==> src/rtl/core/pfst_pkg.sv <==
`timescale 1ns / 1ps
// ============================================================================
// pfst_pkg: shared types and constants of the format specifier tokenizer
// Holds the phase encoding, flag bit positions, result kinds and the
// command and status bundles that join the controller and the datapath.
// ============================================================================
package pfst_pkg;

    // Parse phase of an open specifier.
    typedef enum logic [3:0] {
        PH_LIT,
        PH_FLAGS,
        PH_WIDTH,
        PH_WSTAR,
        PH_DOT,
        PH_PREC,
        PH_PSTAR,
        PH_L,
        PH_H,
        PH_SPEC
    } phase_t;

    // What the current specifier does with the incoming byte.
    typedef enum logic [1:0] {
        TK_REJECT,
        TK_CONSUME,
        TK_CLOSE
    } take_t;

    // Source of the next result loaded into the output register.
    typedef enum logic [2:0] {
        OS_LIT_IN,
        OS_LIT_HELD,
        OS_DESC,
        OS_ECHO,
        OS_END,
        OS_END_CLEAN
    } out_sel_t;

    // Update applied to the specifier state.
    typedef enum logic [1:0] {
        OP_NONE,
        OP_OPEN,
        OP_TAKE,
        OP_CLOSE
    } spec_op_t;

    // Controller states.
    typedef enum logic [2:0] {
        CS_IDLE,
        CS_RD,
        CS_WR,
        CS_END,
        CS_LIT,
        CS_ENDC
    } ctrl_state_t;

    // Work left after the end marker of a rejected specifier.
    typedef enum logic [1:0] {
        PA_NONE,
        PA_LIT,
        PA_OPEN,
        PA_END
    } post_t;

    typedef struct packed {
        spec_op_t op;
        logic     out_load;
        out_sel_t out_sel;
        logic     out_last;
        logic     hold;
        logic     idx_clr;
        logic     idx_inc;
        logic     rd_issue;
    } cmd_t;

    typedef struct packed {
        logic  in_lit;
        logic  ch_pct;
        take_t take;
        logic  out_free;
        logic  echo_more;
    } status_t;

    // Result kinds.
    localparam logic [1:0] KIND_LIT  = 2'd0;
    localparam logic [1:0] KIND_SPEC = 2'd1;
    localparam logic [1:0] KIND_ECHO = 2'd2;
    localparam logic [1:0] KIND_END  = 2'd3;

    // Flag bit positions.
    localparam int FB_ZEROPAD = 0;
    localparam int FB_LEFT    = 1;
    localparam int FB_PLUS    = 2;
    localparam int FB_SPACE   = 3;
    localparam int FB_HASH    = 4;
    localparam int FB_WSTAR   = 5;
    localparam int FB_PSTAR   = 6;
    localparam int FB_CHAR    = 7;
    localparam int FB_SHORT   = 8;
    localparam int FB_LONG    = 9;
    localparam int FB_LLONG   = 10;
    localparam int FB_HASW    = 11;
    localparam int FB_HASP    = 12;

    localparam int FLAG_W = 13;
    localparam int NUM_W  = 16;
    localparam logic [19:0] SAT_MAX = 20'd65535;

    localparam logic [7:0] CH_PCT  = 8'h25;
    localparam logic [7:0] CH_STAR = 8'h2A;
    localparam logic [7:0] CH_DOT  = 8'h2E;

endpackage

==> src/rtl/core/pfst_ctrl.sv <==
`timescale 1ns / 1ps
// ============================================================================
// pfst_ctrl: tokenizer controller
// Accepts input bytes and sequences the echo of a rejected specifier.
// ============================================================================
module pfst_ctrl (
    input  logic              aclk,
    input  logic              aresetn,
    input  logic              s_tvalid,
    input  logic              s_tlast,
    output logic              s_tready,
    input  pfst_pkg::status_t status,
    output pfst_pkg::cmd_t    cmd
);

    pfst_pkg::ctrl_state_t state_reg, state_next;
    pfst_pkg::post_t       post_reg, post_next;
    logic                  accept;

    assign s_tready = (state_reg == pfst_pkg::CS_IDLE) && status.out_free;
    assign accept   = s_tvalid && s_tready;

    always_ff @(posedge aclk) begin
        if (!aresetn) begin
            state_reg <= pfst_pkg::CS_IDLE;
            post_reg  <= pfst_pkg::PA_NONE;
        end else begin
            state_reg <= state_next;
            post_reg  <= post_next;
        end
    end

    always_comb begin
        state_next   = state_reg;
        post_next    = post_reg;
        cmd          = '0;
        cmd.op       = pfst_pkg::OP_NONE;
        cmd.out_sel  = pfst_pkg::OS_LIT_IN;
        unique case (state_reg)
            pfst_pkg::CS_IDLE: begin
                if (accept) begin
                    if (status.in_lit) begin
                        if (!status.ch_pct) begin
                            cmd.out_load = 1'b1;
                            cmd.out_sel  = pfst_pkg::OS_LIT_IN;
                            cmd.out_last = 1'b1;
                        end else if (s_tlast) begin
                            cmd.out_load = 1'b1;
                            cmd.out_sel  = pfst_pkg::OS_END_CLEAN;
                            cmd.out_last = 1'b1;
                        end else begin
                            cmd.op = pfst_pkg::OP_OPEN;
                        end
                    end else begin
                        unique case (status.take)
                            pfst_pkg::TK_CLOSE: begin
                                cmd.out_load = 1'b1;
                                cmd.out_sel  = pfst_pkg::OS_DESC;
                                cmd.out_last = 1'b1;
                                cmd.op       = pfst_pkg::OP_CLOSE;
                            end
                            pfst_pkg::TK_CONSUME: begin
                                cmd.op = pfst_pkg::OP_TAKE;
                                if (s_tlast) begin
                                    cmd.idx_clr = 1'b1;
                                    post_next   = pfst_pkg::PA_NONE;
                                    state_next  = pfst_pkg::CS_RD;
                                end
                            end
                            default: begin
                                cmd.hold    = 1'b1;
                                cmd.idx_clr = 1'b1;
                                if (!status.ch_pct) begin
                                    post_next = pfst_pkg::PA_LIT;
                                end else if (s_tlast) begin
                                    post_next = pfst_pkg::PA_END;
                                end else begin
                                    post_next = pfst_pkg::PA_OPEN;
                                end
                                state_next = pfst_pkg::CS_RD;
                            end
                        endcase
                    end
                end
            end
            pfst_pkg::CS_RD: begin
                if (status.echo_more) begin
                    cmd.rd_issue = 1'b1;
                    state_next   = pfst_pkg::CS_WR;
                end else begin
                    state_next = pfst_pkg::CS_END;
                end
            end
            pfst_pkg::CS_WR: begin
                if (status.out_free) begin
                    cmd.out_load = 1'b1;
                    cmd.out_sel  = pfst_pkg::OS_ECHO;
                    cmd.idx_inc  = 1'b1;
                    state_next   = pfst_pkg::CS_RD;
                end
            end
            pfst_pkg::CS_END: begin
                if (status.out_free) begin
                    cmd.out_load = 1'b1;
                    cmd.out_sel  = pfst_pkg::OS_END;
                    cmd.out_last = (post_reg == pfst_pkg::PA_NONE) ||
                                   (post_reg == pfst_pkg::PA_OPEN);
                    cmd.op       = (post_reg == pfst_pkg::PA_OPEN) ?
                                   pfst_pkg::OP_OPEN : pfst_pkg::OP_CLOSE;
                    unique case (post_reg)
                        pfst_pkg::PA_LIT: state_next = pfst_pkg::CS_LIT;
                        pfst_pkg::PA_END: state_next = pfst_pkg::CS_ENDC;
                        default:          state_next = pfst_pkg::CS_IDLE;
                    endcase
                end
            end
            pfst_pkg::CS_LIT: begin
                if (status.out_free) begin
                    cmd.out_load = 1'b1;
                    cmd.out_sel  = pfst_pkg::OS_LIT_HELD;
                    cmd.out_last = 1'b1;
                    state_next   = pfst_pkg::CS_IDLE;
                end
            end
            pfst_pkg::CS_ENDC: begin
                if (status.out_free) begin
                    cmd.out_load = 1'b1;
                    cmd.out_sel  = pfst_pkg::OS_END_CLEAN;
                    cmd.out_last = 1'b1;
                    state_next   = pfst_pkg::CS_IDLE;
                end
            end
            default: begin
                state_next = pfst_pkg::CS_IDLE;
            end
        endcase
    end

endmodule

==> src/rtl/core/pfst_dpath.sv <==
`timescale 1ns / 1ps
// ============================================================================
// pfst_dpath: tokenizer datapath
// Specifier state, echo buffer, byte classification and the output register.
// ============================================================================
module pfst_dpath #(
    parameter int ECHO_DEPTH = 16
) (
    input  logic                            aclk,
    input  logic                            aresetn,
    input  logic                            cfg_valid,
    input  logic                            cfg_data,
    input  logic [7:0]                      in_ch,
    input  logic                            m_tready,
    input  pfst_pkg::cmd_t                  cmd,
    output pfst_pkg::status_t               status,
    output logic                            out_valid,
    output logic [1:0]                      out_kind,
    output logic [7:0]                      out_text,
    output logic [pfst_pkg::FLAG_W-1:0]     out_flags,
    output logic [pfst_pkg::NUM_W-1:0]      out_width,
    output logic [pfst_pkg::NUM_W-1:0]      out_prec,
    output logic [7:0]                      out_conv,
    output logic                            out_ovf,
    output logic                            out_last
);

    localparam int CW = $clog2(ECHO_DEPTH + 1);
    localparam int IW = $clog2(ECHO_DEPTH);

    function automatic logic is_digit(input logic [7:0] c);
        return (c >= "0") && (c <= "9");
    endfunction

    function automatic logic is_conv(input logic [7:0] c);
        logic r;
        case (c)
            "d", "i", "u", "x", "X", "o", "b", "f", "F", "e", "E",
            "g", "G", "c", "s", "p", pfst_pkg::CH_PCT: r = 1'b1;
            default: r = 1'b0;
        endcase
        return r;
    endfunction

    // acc * 10 + d as shift-and-add, saturated to 16 bits.
    function automatic logic [15:0] acc_digit(input logic [15:0] acc, input logic [3:0] d);
        logic [19:0] v;
        v = ({4'b0, acc} << 3) + ({4'b0, acc} << 1) + {16'b0, d};
        return (v > pfst_pkg::SAT_MAX) ? 16'hFFFF : v[15:0];
    endfunction

    logic                        size_long_reg;
    pfst_pkg::phase_t            phase_reg, phase_next;
    logic [pfst_pkg::FLAG_W-1:0] flags_reg, flags_next;
    logic [pfst_pkg::NUM_W-1:0]  width_reg, width_next;
    logic [pfst_pkg::NUM_W-1:0]  prec_reg, prec_next;
    logic [CW-1:0]               cnt_reg, cnt_next;
    logic                        lost_reg, lost_next;
    logic [CW-1:0]               idx_reg, idx_next;
    logic [7:0]                  ch_reg;
    logic [7:0]                  rd_data_reg;
    logic [7:0]                  echo_mem [ECHO_DEPTH];
    logic                        echo_wr;

    pfst_pkg::take_t             take;
    pfst_pkg::phase_t            tk_phase;
    logic [pfst_pkg::FLAG_W-1:0] tk_flags;
    logic [pfst_pkg::NUM_W-1:0]  tk_width;
    logic [pfst_pkg::NUM_W-1:0]  tk_prec;
    logic                        in_body;
    logic                        out_valid_reg, out_valid_next;

    assign in_body = (phase_reg == pfst_pkg::PH_FLAGS) || (phase_reg == pfst_pkg::PH_WIDTH) ||
                     (phase_reg == pfst_pkg::PH_WSTAR) || (phase_reg == pfst_pkg::PH_DOT) ||
                     (phase_reg == pfst_pkg::PH_PREC) || (phase_reg == pfst_pkg::PH_PSTAR);

    // Classification of the incoming byte against the open specifier.
    always_comb begin
        take     = pfst_pkg::TK_CONSUME;
        tk_phase = phase_reg;
        tk_flags = flags_reg;
        tk_width = width_reg;
        tk_prec  = prec_reg;
        if (phase_reg == pfst_pkg::PH_FLAGS && in_ch == "0") begin
            tk_flags[pfst_pkg::FB_ZEROPAD] = 1'b1;
        end else if (phase_reg == pfst_pkg::PH_FLAGS && in_ch == "-") begin
            tk_flags[pfst_pkg::FB_LEFT] = 1'b1;
        end else if (phase_reg == pfst_pkg::PH_FLAGS && in_ch == "+") begin
            tk_flags[pfst_pkg::FB_PLUS] = 1'b1;
        end else if (phase_reg == pfst_pkg::PH_FLAGS && in_ch == " ") begin
            tk_flags[pfst_pkg::FB_SPACE] = 1'b1;
        end else if (phase_reg == pfst_pkg::PH_FLAGS && in_ch == "#") begin
            tk_flags[pfst_pkg::FB_HASH] = 1'b1;
        end else if (phase_reg == pfst_pkg::PH_FLAGS && is_digit(in_ch)) begin
            tk_flags[pfst_pkg::FB_HASW] = 1'b1;
            tk_width = {12'b0, in_ch[3:0]};
            tk_phase = pfst_pkg::PH_WIDTH;
        end else if (phase_reg == pfst_pkg::PH_FLAGS && in_ch == pfst_pkg::CH_STAR) begin
            tk_flags[pfst_pkg::FB_HASW]  = 1'b1;
            tk_flags[pfst_pkg::FB_WSTAR] = 1'b1;
            tk_phase = pfst_pkg::PH_WSTAR;
        end else if (phase_reg == pfst_pkg::PH_WIDTH && is_digit(in_ch)) begin
            tk_width = acc_digit(width_reg, in_ch[3:0]);
        end else if ((phase_reg == pfst_pkg::PH_FLAGS || phase_reg == pfst_pkg::PH_WIDTH ||
                      phase_reg == pfst_pkg::PH_WSTAR) && in_ch == pfst_pkg::CH_DOT) begin
            tk_flags[pfst_pkg::FB_HASP] = 1'b1;
            tk_phase = pfst_pkg::PH_DOT;
        end else if (phase_reg == pfst_pkg::PH_DOT && is_digit(in_ch)) begin
            tk_prec  = {12'b0, in_ch[3:0]};
            tk_phase = pfst_pkg::PH_PREC;
        end else if (phase_reg == pfst_pkg::PH_DOT && in_ch == pfst_pkg::CH_STAR) begin
            tk_flags[pfst_pkg::FB_PSTAR] = 1'b1;
            tk_phase = pfst_pkg::PH_PSTAR;
        end else if (phase_reg == pfst_pkg::PH_PREC && is_digit(in_ch)) begin
            tk_prec = acc_digit(prec_reg, in_ch[3:0]);
        end else if (in_body && in_ch == "l") begin
            tk_flags[pfst_pkg::FB_LONG] = 1'b1;
            tk_phase = pfst_pkg::PH_L;
        end else if (in_body && in_ch == "h") begin
            tk_flags[pfst_pkg::FB_SHORT] = 1'b1;
            tk_phase = pfst_pkg::PH_H;
        end else if (in_body && (in_ch == "t" || in_ch == "j" || in_ch == "z")) begin
            if (size_long_reg) begin
                tk_flags[pfst_pkg::FB_LONG] = 1'b1;
            end else begin
                tk_flags[pfst_pkg::FB_LLONG] = 1'b1;
            end
            tk_phase = pfst_pkg::PH_SPEC;
        end else if (phase_reg == pfst_pkg::PH_L && in_ch == "l") begin
            tk_flags[pfst_pkg::FB_LLONG] = 1'b1;
            tk_phase = pfst_pkg::PH_SPEC;
        end else if (phase_reg == pfst_pkg::PH_H && in_ch == "h") begin
            tk_flags[pfst_pkg::FB_CHAR] = 1'b1;
            tk_phase = pfst_pkg::PH_SPEC;
        end else if (is_conv(in_ch)) begin
            take = pfst_pkg::TK_CLOSE;
        end else begin
            take = pfst_pkg::TK_REJECT;
        end
    end

    assign status.in_lit    = (phase_reg == pfst_pkg::PH_LIT);
    assign status.ch_pct    = (in_ch == pfst_pkg::CH_PCT);
    assign status.take      = take;
    assign status.out_free  = !out_valid_reg || m_tready;
    assign status.echo_more = (idx_reg < cnt_reg);

    // Specifier state update.
    always_comb begin
        phase_next = phase_reg;
        flags_next = flags_reg;
        width_next = width_reg;
        prec_next  = prec_reg;
        cnt_next   = cnt_reg;
        lost_next  = lost_reg;
        echo_wr    = 1'b0;
        case (cmd.op)
            pfst_pkg::OP_OPEN: begin
                phase_next = pfst_pkg::PH_FLAGS;
                flags_next = '0;
                width_next = '0;
                prec_next  = '0;
                cnt_next   = '0;
                lost_next  = 1'b0;
            end
            pfst_pkg::OP_TAKE: begin
                phase_next = tk_phase;
                flags_next = tk_flags;
                width_next = tk_width;
                prec_next  = tk_prec;
                if (cnt_reg < CW'(ECHO_DEPTH)) begin
                    echo_wr  = 1'b1;
                    cnt_next = cnt_reg + 1'b1;
                end else begin
                    lost_next = 1'b1;
                end
            end
            pfst_pkg::OP_CLOSE: begin
                phase_next = pfst_pkg::PH_LIT;
            end
            default: begin
            end
        endcase
    end

    always_comb begin
        idx_next = idx_reg;
        if (cmd.idx_clr) begin
            idx_next = '0;
        end else if (cmd.idx_inc) begin
            idx_next = idx_reg + 1'b1;
        end
    end

    assign out_valid_next = cmd.out_load ? 1'b1 : (m_tready ? 1'b0 : out_valid_reg);

    always_ff @(posedge aclk) begin
        if (!aresetn) begin
            size_long_reg <= 1'b1;
            phase_reg     <= pfst_pkg::PH_LIT;
            flags_reg     <= '0;
            width_reg     <= '0;
            prec_reg      <= '0;
            cnt_reg       <= '0;
            lost_reg      <= 1'b0;
            idx_reg       <= '0;
            out_valid_reg <= 1'b0;
        end else begin
            if (cfg_valid) begin
                size_long_reg <= cfg_data;
            end
            phase_reg     <= phase_next;
            flags_reg     <= flags_next;
            width_reg     <= width_next;
            prec_reg      <= prec_next;
            cnt_reg       <= cnt_next;
            lost_reg      <= lost_next;
            idx_reg       <= idx_next;
            out_valid_reg <= out_valid_next;
        end
    end

    // Echo memory: one write port, one registered read port.
    always_ff @(posedge aclk) begin
        if (echo_wr) begin
            echo_mem[cnt_reg[IW-1:0]] <= in_ch;
        end
        if (cmd.rd_issue) begin
            rd_data_reg <= echo_mem[idx_reg[IW-1:0]];
        end
    end

    always_ff @(posedge aclk) begin
        if (cmd.hold) begin
            ch_reg <= in_ch;
        end
    end

    // Output register.
    always_ff @(posedge aclk) begin
        if (cmd.out_load) begin
            out_kind  <= pfst_pkg::KIND_LIT;
            out_text  <= '0;
            out_flags <= '0;
            out_width <= '0;
            out_prec  <= '0;
            out_conv  <= '0;
            out_ovf   <= 1'b0;
            out_last  <= cmd.out_last;
            case (cmd.out_sel)
                pfst_pkg::OS_LIT_IN: begin
                    out_text <= in_ch;
                end
                pfst_pkg::OS_LIT_HELD: begin
                    out_text <= ch_reg;
                end
                pfst_pkg::OS_DESC: begin
                    out_kind  <= pfst_pkg::KIND_SPEC;
                    out_flags <= flags_reg;
                    out_width <= width_reg;
                    out_prec  <= prec_reg;
                    out_conv  <= in_ch;
                end
                pfst_pkg::OS_ECHO: begin
                    out_kind <= pfst_pkg::KIND_ECHO;
                    out_text <= rd_data_reg;
                end
                pfst_pkg::OS_END: begin
                    out_kind <= pfst_pkg::KIND_END;
                    out_ovf  <= lost_reg;
                end
                default: begin
                    out_kind <= pfst_pkg::KIND_END;
                end
            endcase
        end
    end

    assign out_valid = out_valid_reg;

    a_cnt_bound: assert property (@(posedge aclk) disable iff (!aresetn)
        cnt_reg <= CW'(ECHO_DEPTH))
        else $error("echo count beyond buffer depth");

    a_lost_full: assert property (@(posedge aclk) disable iff (!aresetn)
        lost_reg |-> (cnt_reg == CW'(ECHO_DEPTH)))
        else $error("echo overflow flagged with room left");

    a_no_overwrite: assert property (@(posedge aclk) disable iff (!aresetn)
        cmd.out_load |-> (!out_valid_reg || m_tready))
        else $error("result overwritten before it was taken");

    a_rd_in_range: assert property (@(posedge aclk) disable iff (!aresetn)
        cmd.rd_issue |-> (idx_reg < cnt_reg))
        else $error("echo read past stored text");

endmodule

==> src/rtl/core/printf_format_spec_tokenizer_unit.sv <==
`timescale 1ns / 1ps
// ============================================================================
// printf_format_spec_tokenizer_unit: printf format specifier tokenizer
// Splits a format string into literal bytes, specifier descriptors and
// echoed text of rejected specifiers.
// ============================================================================
// Usage:
// Format string bytes enter on the s_ channel, one byte per beat, with
// s_tlast on the final byte of a string. Results leave on the m_ channel;
// m_tuser carries the result kind and m_tlast marks the last result caused
// by one input byte. The cfg_ channel writes the single size-type register
// (t, j and z select long when 1, long long when 0); it is always ready and
// must be written only while the block is idle.
// Literal bytes and closing conversion bytes give their result in the
// cycle after they are accepted. These bytes and bytes absorbed into an
// open specifier before the end of the string leave s_tready high, so
// ordinary text streams at one byte per cycle while the receiver keeps up.
// After the byte that rejects a specifier, or a last byte that leaves one
// open, s_tready stays low while each echoed byte is read from the echo
// buffer (single registered read port) and sent, as the exhausted echo is
// found, and for the end marker and any held literal or second marker.
// After reset the block is in literal mode with the register set to 1 and
// no result pending. When the receiver stalls, the output register holds
// its beat and s_tready falls until the result is taken.
// ============================================================================
module printf_format_spec_tokenizer_unit #(
    parameter int ECHO_DEPTH = 16
) (
    input  logic        aclk,
    input  logic        aresetn,
    // Input bytes.
    input  logic        s_tvalid,
    output logic        s_tready,
    input  logic [7:0]  s_tdata,   // [7:0] ch
    input  logic        s_tlast,   // last
    // Results.
    output logic        m_tvalid,
    input  logic        m_tready,
    // [7:0] text_char, [20:8] spec_flags, [36:21] field_width,
    // [52:37] field_precision, [60:53] conversion, [61] echo_overflow,
    // [63:62] zero
    output logic [63:0] m_tdata,
    output logic [1:0]  m_tuser,   // [1:0] kind
    output logic        m_tlast,   // run_end
    // Configuration register write.
    input  logic        cfg_valid,
    output logic        cfg_ready,
    input  logic        cfg_data   // size_types_are_long
);

    pfst_pkg::cmd_t              cmd;
    pfst_pkg::status_t           status;
    logic [7:0]                  out_text;
    logic [pfst_pkg::FLAG_W-1:0] out_flags;
    logic [pfst_pkg::NUM_W-1:0]  out_width;
    logic [pfst_pkg::NUM_W-1:0]  out_prec;
    logic [7:0]                  out_conv;
    logic                        out_ovf;

    // The register can be written in any cycle.
    assign cfg_ready = 1'b1;

    // The controller decides on each accepted byte and runs the echo
    // sequence of a rejected specifier.
    pfst_ctrl u_ctrl (
        .aclk     (aclk),
        .aresetn  (aresetn),
        .s_tvalid (s_tvalid),
        .s_tlast  (s_tlast),
        .s_tready (s_tready),
        .status   (status),
        .cmd      (cmd)
    );

    // The datapath holds the specifier state, echo buffer and result register.
    pfst_dpath #(
        .ECHO_DEPTH (ECHO_DEPTH)
    ) u_dpath (
        .aclk      (aclk),
        .aresetn   (aresetn),
        .cfg_valid (cfg_valid),
        .cfg_data  (cfg_data),
        .in_ch     (s_tdata),
        .m_tready  (m_tready),
        .cmd       (cmd),
        .status    (status),
        .out_valid (m_tvalid),
        .out_kind  (m_tuser),
        .out_text  (out_text),
        .out_flags (out_flags),
        .out_width (out_width),
        .out_prec  (out_prec),
        .out_conv  (out_conv),
        .out_ovf   (out_ovf),
        .out_last  (m_tlast)
    );

    assign m_tdata = {2'b00, out_ovf, out_conv, out_prec, out_width, out_flags, out_text};

endmodule

==> config.mk <==
export PLATFORM = sky130hd
export DESIGN_NAME = printf_format_spec_tokenizer_unit
export DESIGN_NICKNAME = d
export VERILOG_FILES = /design/src/rtl/core/pfst_pkg.sv /design/src/rtl/core/pfst_ctrl.sv /design/src/rtl/core/pfst_dpath.sv /design/src/rtl/core/printf_format_spec_tokenizer_unit.sv
export SDC_FILE = /design/constraint.sdc
export NUM_CORES = 1
export LEC_CHECK = 0
export ABC_AREA = 1
export BUFFER_PORTS_ARGS = -buffer_cell sky130_fd_sc_hd__buf_2
export CAP_MARGIN = 20
export CORE_MARGIN = 2
export CORE_UTILIZATION = 45
export DETAILED_ROUTE_END_ITERATION = 7
export PLACE_DENSITY_LB_ADDON = 0.08
export SLEW_MARGIN = 20
export SYNTH_ARGS = -nofsm -noshare
export SYNTH_HDL_FRONTEND = slang
export SYNTH_SLANG_ARGS = --single-unit
export TNS_END_PERCENT = 100
==> constraint.sdc <==
create_clock -name aclk -period 3.5 [get_ports aclk]
set_input_delay 0.175 -clock aclk [delete_from_list [all_inputs] [get_ports aclk]]
set_output_delay 0.175 -clock aclk [all_outputs]
set_load 0.005 [all_outputs]
==> key figures, run 1 <==
Outcome
  • Status: finished, final reports clean

STA
  • Final min period: 3.32 ns
  • Final setup TNS: 0 ns
  • Skew final: 0.0102 ns
  • # setup viols final: 0
  • Worst-margin pin slew: 0.734 ns
  • Final worst-path cycle share: 94.8%
  • Highest clock rate: 301 MHz
  • Hold_ws: 0.0353 ns
  • Fin worst setup slack: 0.183 ns
  • Final Max Tran Viols: 0
  • Max-slew headroom: 51.0%
  • RSZ-0062 raised after global routing: yes
  • Number of hold violations in the final report: 0

GRT
  • Total grt overflow: 0
  • Vias in the first global route: 11,033
  • Antenna violations before repair: 0
  • M1 GR Usage: 31.6%
  • Pin count of the biggest net entering global routing: 55
  • Total GRT Usage: 22.6%
  • Most used routing layer: met2
  • First-pass GRT wire length: 59,600 µm
  • GRT met3 Usage: 3.12%
  • GR Layer Usage met2: 37.5%

Clock network
  • Later-pin clock latency in the skew report: 0.56 ns
  • CTS Buf Count: 31
  • CTS tree: built
  • CTS clk-pin slew, worst paths: 0.06 ns
  • H-Tree Level Count: 1
  • Max Buffers Root-to-Sink: 3
  • CTS root buf: clkbuf_16
  • Clock sink count: 276

Flow run
  • Max Cap Viol: 0

Detailed routing
  • TritonRoute pass-1 iters: 5
  • Post-route ant nets: 0
  • Routed len/inst: 17.3 µm
  • Vias/cell: 5.20
  • Vias: 11,257
  • DRT iter0 DRCs: 865
  • DRC viols: 0
  • WL final: 37,500 µm

Power and ir drop
  • Leak pwr: 7.28 nW
  • Pwr Density: 582 nW/µm²
  • Peak VDD IR: 0.407 mV

Min path
  • Min-delay worst type: input port to flip-flop
  • HP Start: s_tdata[1]
  • Hold depth: 1
  • WHS Endpoint: u_dpath.echo_mem[7][1]

Yosys
  • Cell Area, Synth: 14,400 µm²
  • Post-synthesis cell type count: 57
  • Synth warn: 0
  • Synthesized area per cell: 9.26 µm²
  • Sequential share of the synthesized area: 52.8%
  • Ys async rst share: 0%
  • Synth Register Bits: 276
  • Gate Count Post-Synth: 1,556
  • Number of flops mapped to enable cells by yosys: 209
  • Main flop type after synthesis: edfxtp_1

Final layout
  • Most frequent cells in the layout: 299 x nand2_1, 209 x edfxtp_1, 199 x nor2_1, 160 x inv_1, 93 x buf_4
  • Max reg flops: 128
  • Commonest non-fill, non-tap cell in the layout: nand2_1
  • Fillers: 2,830
  • Multi-input logic area: 6130 µm²
  • Design area: 17,500 µm²
  • Area grow syn2layout: 21.3%
  • Layout cells sized above 1: 21.7%
  • Diodes inserted: 0
  • Final nets: 1,833
  • Register Area: 7630 µm²

Setup path
  • Reg2Reg Capture Point: u_dpath.phase_reg[0]
  • CP max stage cell: dfxtp_4
  • Buf+Inv Stages, Crit Path: 5
  • Reg2Reg Depth: 20
  • R2R Path Start: u_dpath.phase_reg[0]
  • CP most frequent cell: inv_1
  • Top Family by Delay on Critical Path: simple AND/OR/NAND/NOR gates
  • Crit Path Category: flip-flop to flip-flop
  • Worst-path fanout max: 8
  • Critical Path RT: 3.95 ns
  • Worst setup SP type: flip-flop
  • Endpoint class of the critical path: flip-flop
  • Max incr delay on CP: 0.39 ns
  • Flop-to-flop setup slack: 0.18 ns
  • CP Cell Sequence: nor2_4, nand3_2, nor3_1, buf_4, nor4_2, nand4_1, nor2_1, nand3_1, ha_1, inv_1, a22oi_2, inv_1, ha_2, inv_1, buf_4, or2_1, nor2_2, nand3_4, a21oi_1, nor2_1
  • Arrival time at the worst endpoint: 3.76 ns

Floorplanning
  • Die area: 33,500 µm²
  • Io pins: 85
  • Core area: 31,600 µm²
  • # rows: 65
  • Initial Utilization: 45.7%
  • Die H: 183 µm
  • Die width: 183 µm

Place
  • Gpl congestion: 0.889
  • Post-DP Area: 16,100 µm²
  • DPL Wire Length: 27,200 µm
  • IO Port Bufs: 81
  • Pre-CTS WS: -0.148 ns
## area by class of cell
cell class / instances / area share (%)
Tap cell: 402 / 2.88
Clock inverter: 16 / 1.01
Sequential cell: 276 / 43.6
Timing Repair Buffer: 195 / 8.49
Clock buffer: 42 / 4.96
Inverter: 186 / 4.01
Multi-Input combinational cell: 1047 / 35.0
## per-stage QoR
step	std cells	util [%]	total power, W
floorplan	1557	-	0.00574
global placement	2095	51.1	0.00684
detailed placement	2095	51.1	0.00685
CTS	2158	54.6	0.0102
global route	2164	55.4	0.0107
finish	2164	55.4	0.0102
## logic make-up (layout without fill, tap and decap cells)
logic type | after synthesis | in the layout | synth area share [%]
AND/OR/NAND/NOR | 697 | 697 | 21.0
flip-flops | 276 | 276 | 52.8
buffers and inverters | 234 | 439 | 6.58
AO/OA/AOI/OAI | 231 | 231 | 10.1
adder cells (fa/ha/maj) | 81 | 81 | 7.24
XOR/XNOR | 22 | 22 | 1.34
multiplexers | 13 | 13 | 0.903
other | 2 | 3 | 0.0521
## how the worst max path moves through the flow
stage,endpoint,slack (ns),depth (start not counted),from
6_report,u_dpath.phase_reg[0],0.18,20,u_dpath.phase_reg[0]
5_1_grt,u_dpath.phase_reg[1],-0.02,20,u_dpath.phase_reg[0]
4_1_cts,u_dpath.echo_mem[3][7],0.002,17,u_dpath.phase_reg[3]
3_5_place_dp,u_dpath.echo_mem[11][5],-0.15,20,s_tdata[5]
3_3_place_gp,u_dpath.phase_reg[3],-0.21,23,s_tdata[5]
2_1_floorplan,u_dpath.echo_mem[10][0],-0.04,19,u_dpath.phase_reg[3]
## synthesized netlist by cell type, types with 4 or more instances
master | number | area (µm²)
nand4_1 | 11 | 68.8
inv_1 | 164 | 616
o32ai_1 | 19 | 166
buf_6 | 4 | 45.0
nor3_1 | 19 | 95.1
xnor2_1 | 11 | 96.3
edfxtp_1 | 209 | 6280
o21ai_0 | 50 | 250
buf_4 | 7 | 52.6
inv_2 | 14 | 52.6
xor2_1 | 11 | 96.3
nor4_1 | 4 | 25.0
a21oi_2 | 23 | 201
fa_1 | 4 | 80.1
clkinv_1 | 6 | 22.5
nand2_1 | 304 | 1140
mux2i_1 | 13 | 130
clkbuf_1 | 26 | 97.6
nand2_4 | 4 | 45.0
ha_1 | 77 | 963
buf_2 | 8 | 40.0
o221ai_1 | 13 | 114
nand3_1 | 85 | 425
dfxtp_1 | 67 | 1340
nor2_1 | 224 | 841
a21oi_1 | 90 | 450
nor2_2 | 6 | 37.5
o211ai_1 | 15 | 113
nor2_4 | 4 | 45.0
nand2_2 | 17 | 106
a22oi_1 | 7 | 52.6
## power breakdown
part / switching, W / internal [W] / leakage [nW]
sequential: 0.000206 / 0.00419 / 2.48
combinational: 0.00153 / 0.000973 / 4.29
clock: 0.00133 / 0.00196 / 0.506
total: 0.00307 / 0.00712 / 7.28
## metal layers
| metal | vias up | share of wire (%) |
|---|---|---|
| met4 | 0 | 2.3 |
| met2 | 270 | 47 |
| li1 | 5626 | - |
| met3 | 48 | 5.1 |
| met5 | - | 0 |
| met1 | 5313 | 46 |
## what timing repair did
action / 4_1_cts / 5_1_grt
hold endpoints to repair: 4 / 0
hold buffers: 4 / 0
setup buffers: 1 / 6
pin swaps: 1 / 25
resized for setup: 3 / 52
cloned: 0 / 0
endpoints found under the setup margin: 152 / 180
Note: power is estimated with default switching activity, not from simulation.
==> run 2: changes to the inputs <==
- BUFFER_PORTS_ARGS: -buffer_cell sky130_fd_sc_hd__buf_2 -> unset
- DONT_BUFFER_PORTS: unset -> 1
==> run 2 against run 1 <==
Effect of this change: via count is 3.2% lower; clock power is 3% higher; final area is 2.8% lower; hold slack better by 0.0016 ns; power is 2.7% lower; worst setup slack worse by 0.021 ns; global-route usage is 0.094 points lower; largest cell class unchanged; register-to-register slack worse by 0.02 ns; critical path depth is 1 lower; cell count is 4.7% lower; routed wire length is 0.57% lower.
==> key figures, run 2 (synthesized netlist as in run 1, its figures left out) <==
Final layout
  • Max reg flops: 128 (unchanged)
  • Fillers: 2,855 (+0.88%)
  • Area grow syn2layout: 17.9%
  • Layout cells sized above 1: 16.0% (-5.7 points)
  • Register Area: 7630 µm² (about the same)
  • Most frequent cells in the layout: 297 x nand2_1, 209 x edfxtp_1, 201 x nor2_1, 156 x inv_1, 82 x a21oi_1
  • Multi-input logic area: 6140 µm² (+0.24%)
  • Final nets: 1,732 (-5.5%)
  • Final Core Density: 53.9% (-1.6 points)
  • Commonest non-fill, non-tap cell in the layout: nand2_1
  • Post-Layout Cell Count: 2,062 (-4.7%)

Setup path
  • Endpoint class of the critical path: flip-flop
  • CP Cell Sequence: buf_4, nor2_4, nand3_1, nor3_4, nor4_2, nand4_1, nor3_1, ha_1, nor2_2, nor2_2, a21oi_4, ha_4, inv_1, buf_4, or2_0, nor2_2, nand3_4, a21oi_1, nor2_1
  • Buf+Inv Stages, Crit Path: 3 (-2)
  • Worst-path fanout max: 8 (unchanged)
  • Reg2Reg Depth: 19 (-5.0%)
  • Worst setup SP type: flip-flop
  • Crit Path Category: flip-flop to flip-flop
  • Reg2Reg Capture Point: u_dpath.phase_reg[0]
  • R2R Path Start: u_dpath.phase_reg[1]
  • Max incr delay on CP: 0.36 ns (-0.03 ns)
  • Crit path to: u_dpath.phase_reg[0]
  • CP max stage cell: dfxtp_4
  • Flop-to-flop setup slack: 0.16 ns (-0.02 ns)
  • Critical Path RT: 3.94 ns (about the same)
  • Worst path depth: 19 (-5.0%)
  • CP most frequent cell: nor2_2
  • Crit. Startpoint: u_dpath.phase_reg[1]
  • Top Family by Delay on Critical Path: simple AND/OR/NAND/NOR gates
  • Arrival time at the worst endpoint: 3.78 ns (+0.02 ns)

Clock network
  • Clock sink count: 276 (unchanged)
  • Max Buffers Root-to-Sink: 3 (unchanged)
  • H-Tree Level Count: 1 (unchanged)
  • CTS tree: built
  • CTS clk-pin slew, worst paths: 0.06 ns (about the same)
  • Later-pin clock latency in the skew report: 0.56 ns (about the same)
  • CTS root buf: clkbuf_16
  • CTS Buf Count: 30 (-3.2%)

Floorplanning
  • Die width: 183 µm (unchanged)
  • # rows: 65 (unchanged)
  • Die H: 183 µm (unchanged)
  • Initial Utilization: 45.7% (unchanged)
  • Io pins: 85 (unchanged)
  • Die area: 33,500 µm² (unchanged)
  • Core area: 31,600 µm² (unchanged)

Detailed routing
  • Post-route ant nets: 0 (unchanged)
  • TritonRoute pass-1 iters: 5 (unchanged)
  • DRC viols: 0 (unchanged)
  • DRT iter0 DRCs: 725 (-16%)
  • Routed len/inst: 18.1 µm (+4.3%)
  • Vias: 10,892 (-3.2%)
  • WL final: 37,200 µm (-0.57%)
  • Vias/cell: 5.28 (+1.5%)

STA
  • # setup viols final: 0 (unchanged)
  • Max-slew headroom: 38.0% (-13 points)
  • Highest clock rate: 300 MHz (-0.64%)
  • RSZ-0062 raised after global routing: yes
  • Final Max Tran Viols: 0 (unchanged)
  • Worst-margin pin slew: 0.927 ns (+0.193 ns)
  • Fin worst setup slack: 0.162 ns (-0.0213 ns)
  • Hold_ws: 0.0369 ns (+0.00159 ns)
  • Final worst-path cycle share: 95.4% (+0.61 points)
  • Number of hold violations in the final report: 0 (unchanged)
  • Skew final: 0.0100 ns (-0.000170 ns)
  • Final min period: 3.34 ns (+0.0213 ns)

Outcome
  • Status: finished, final reports clean

GRT
  • GRT met3 Usage: 3.42% (+0.30 points)
  • First-pass GRT wire length: 59,200 µm (-0.73%)
  • Total GRT Usage: 22.5% (-0.094 points)
  • Vias in the first global route: 10,652 (-3.5%)
  • Most used routing layer: met2
  • Pin count of the biggest net entering global routing: 55 (unchanged)
  • GR Layer Usage met2: 36.9% (-0.67 points)
  • Antenna violations before repair: 2 (+2)
  • M1 GR Usage: 31.6% (-0.075 points)
  • Total grt overflow: 0 (unchanged)

Place
  • Pre-CTS WS: -0.122 ns (+0.0260 ns)
  • DPL Wire Length: 25,100 µm (-7.7%)
  • Gpl congestion: 0.896 (+0.83%)
  • IO Port Bufs: 0 (-100%)
  • Placed cells: 1,967 (-6.1%)

Power and ir drop
  • Pwr Density: 583 nW/µm² (about the same)
  • Final Total Pwr: 0.00991 W (-2.7%)
  • Leak pwr: 6.84 nW (-6.0%)
  • Peak VDD IR: 0.528 mV (+30%)

Min path
  • Min-delay worst type: input port to flip-flop

Flow run
  • Max Cap Viol: 0 (unchanged)
## run 2: area by class of cell
class                           instances  area share, %
Multi-Input combinational cell       1047           36.1
Inverter                              186           4.14
Sequential cell                       276           44.9
Antenna cell                            1         0.0147
Clock inverter                         19           1.56
Clock buffer                           36           4.67
Timing Repair Buffer                   95           5.64
Tap cell                              402           2.96
## run 2: per-layer routing
metal  wire [µm]  vias to the layer above
met5          13                        -
met4         776                        2
met3        1910                       54
met2       17100                      259
met1       17400                     5150
li1            -                     5427
## run 2: power by group
part | internal [W] | total [W] | switching [W]
registers | 0.00420 | 0.00452 | 0.000312
clock network | 0.00206 | 0.00338 | 0.00132
logic | 0.000697 | 0.00201 | 0.00132
## run 2: worst reg2reg max path: cells and delay by family, from the launching register on
| family | cells | cell delay [ns] |
|---|---|---|
| AO/OA/AOI/OAI | 2 | 0.39 |
| adder cells (fa/ha/maj) | 2 | 0.41 |
| buffers and inverters | 3 | 0.39 |
| flip-flops | 1 | 0.36 |
| AND/OR/NAND/NOR | 12 | 1.68 |
## run 2: worst min path at each step
stage                     cells after the start       start                      to
after CTS                                     5     s_tlast      u_ctrl.post_reg[0]
final                                         5     s_tlast      u_ctrl.post_reg[0]
after detailed placement                      0  s_tdata[6]  u_dpath.echo_mem[0][6]
after floorplan                               0  s_tdata[0]       u_dpath.ch_reg[0]
after global placement                        0  s_tdata[6]  u_dpath.echo_mem[0][6]
after global routing                          5     s_tlast      u_ctrl.post_reg[0]
## run 2: through the flow
step / cell area (µm²) / setup TNS, ns
after CTS: 16700 / 0
after global routing: 17000 / -0.200
final: 17000 / 0
after floorplan: 14500 / -2.83
after detailed placement: 15300 / -3.68
after global placement: 15300 / -0.283
## run 2: repair_timing
item                                   in CTS  in global routing
endpoints found under the hold margin     181                  0
buffers inserted                            4                 14
setup endpoints to repair                 156                172
hold buffers                               22                  0
gates resized for setup                    18                 41
pin swaps                                   6                 28
cloned                                      1                  0
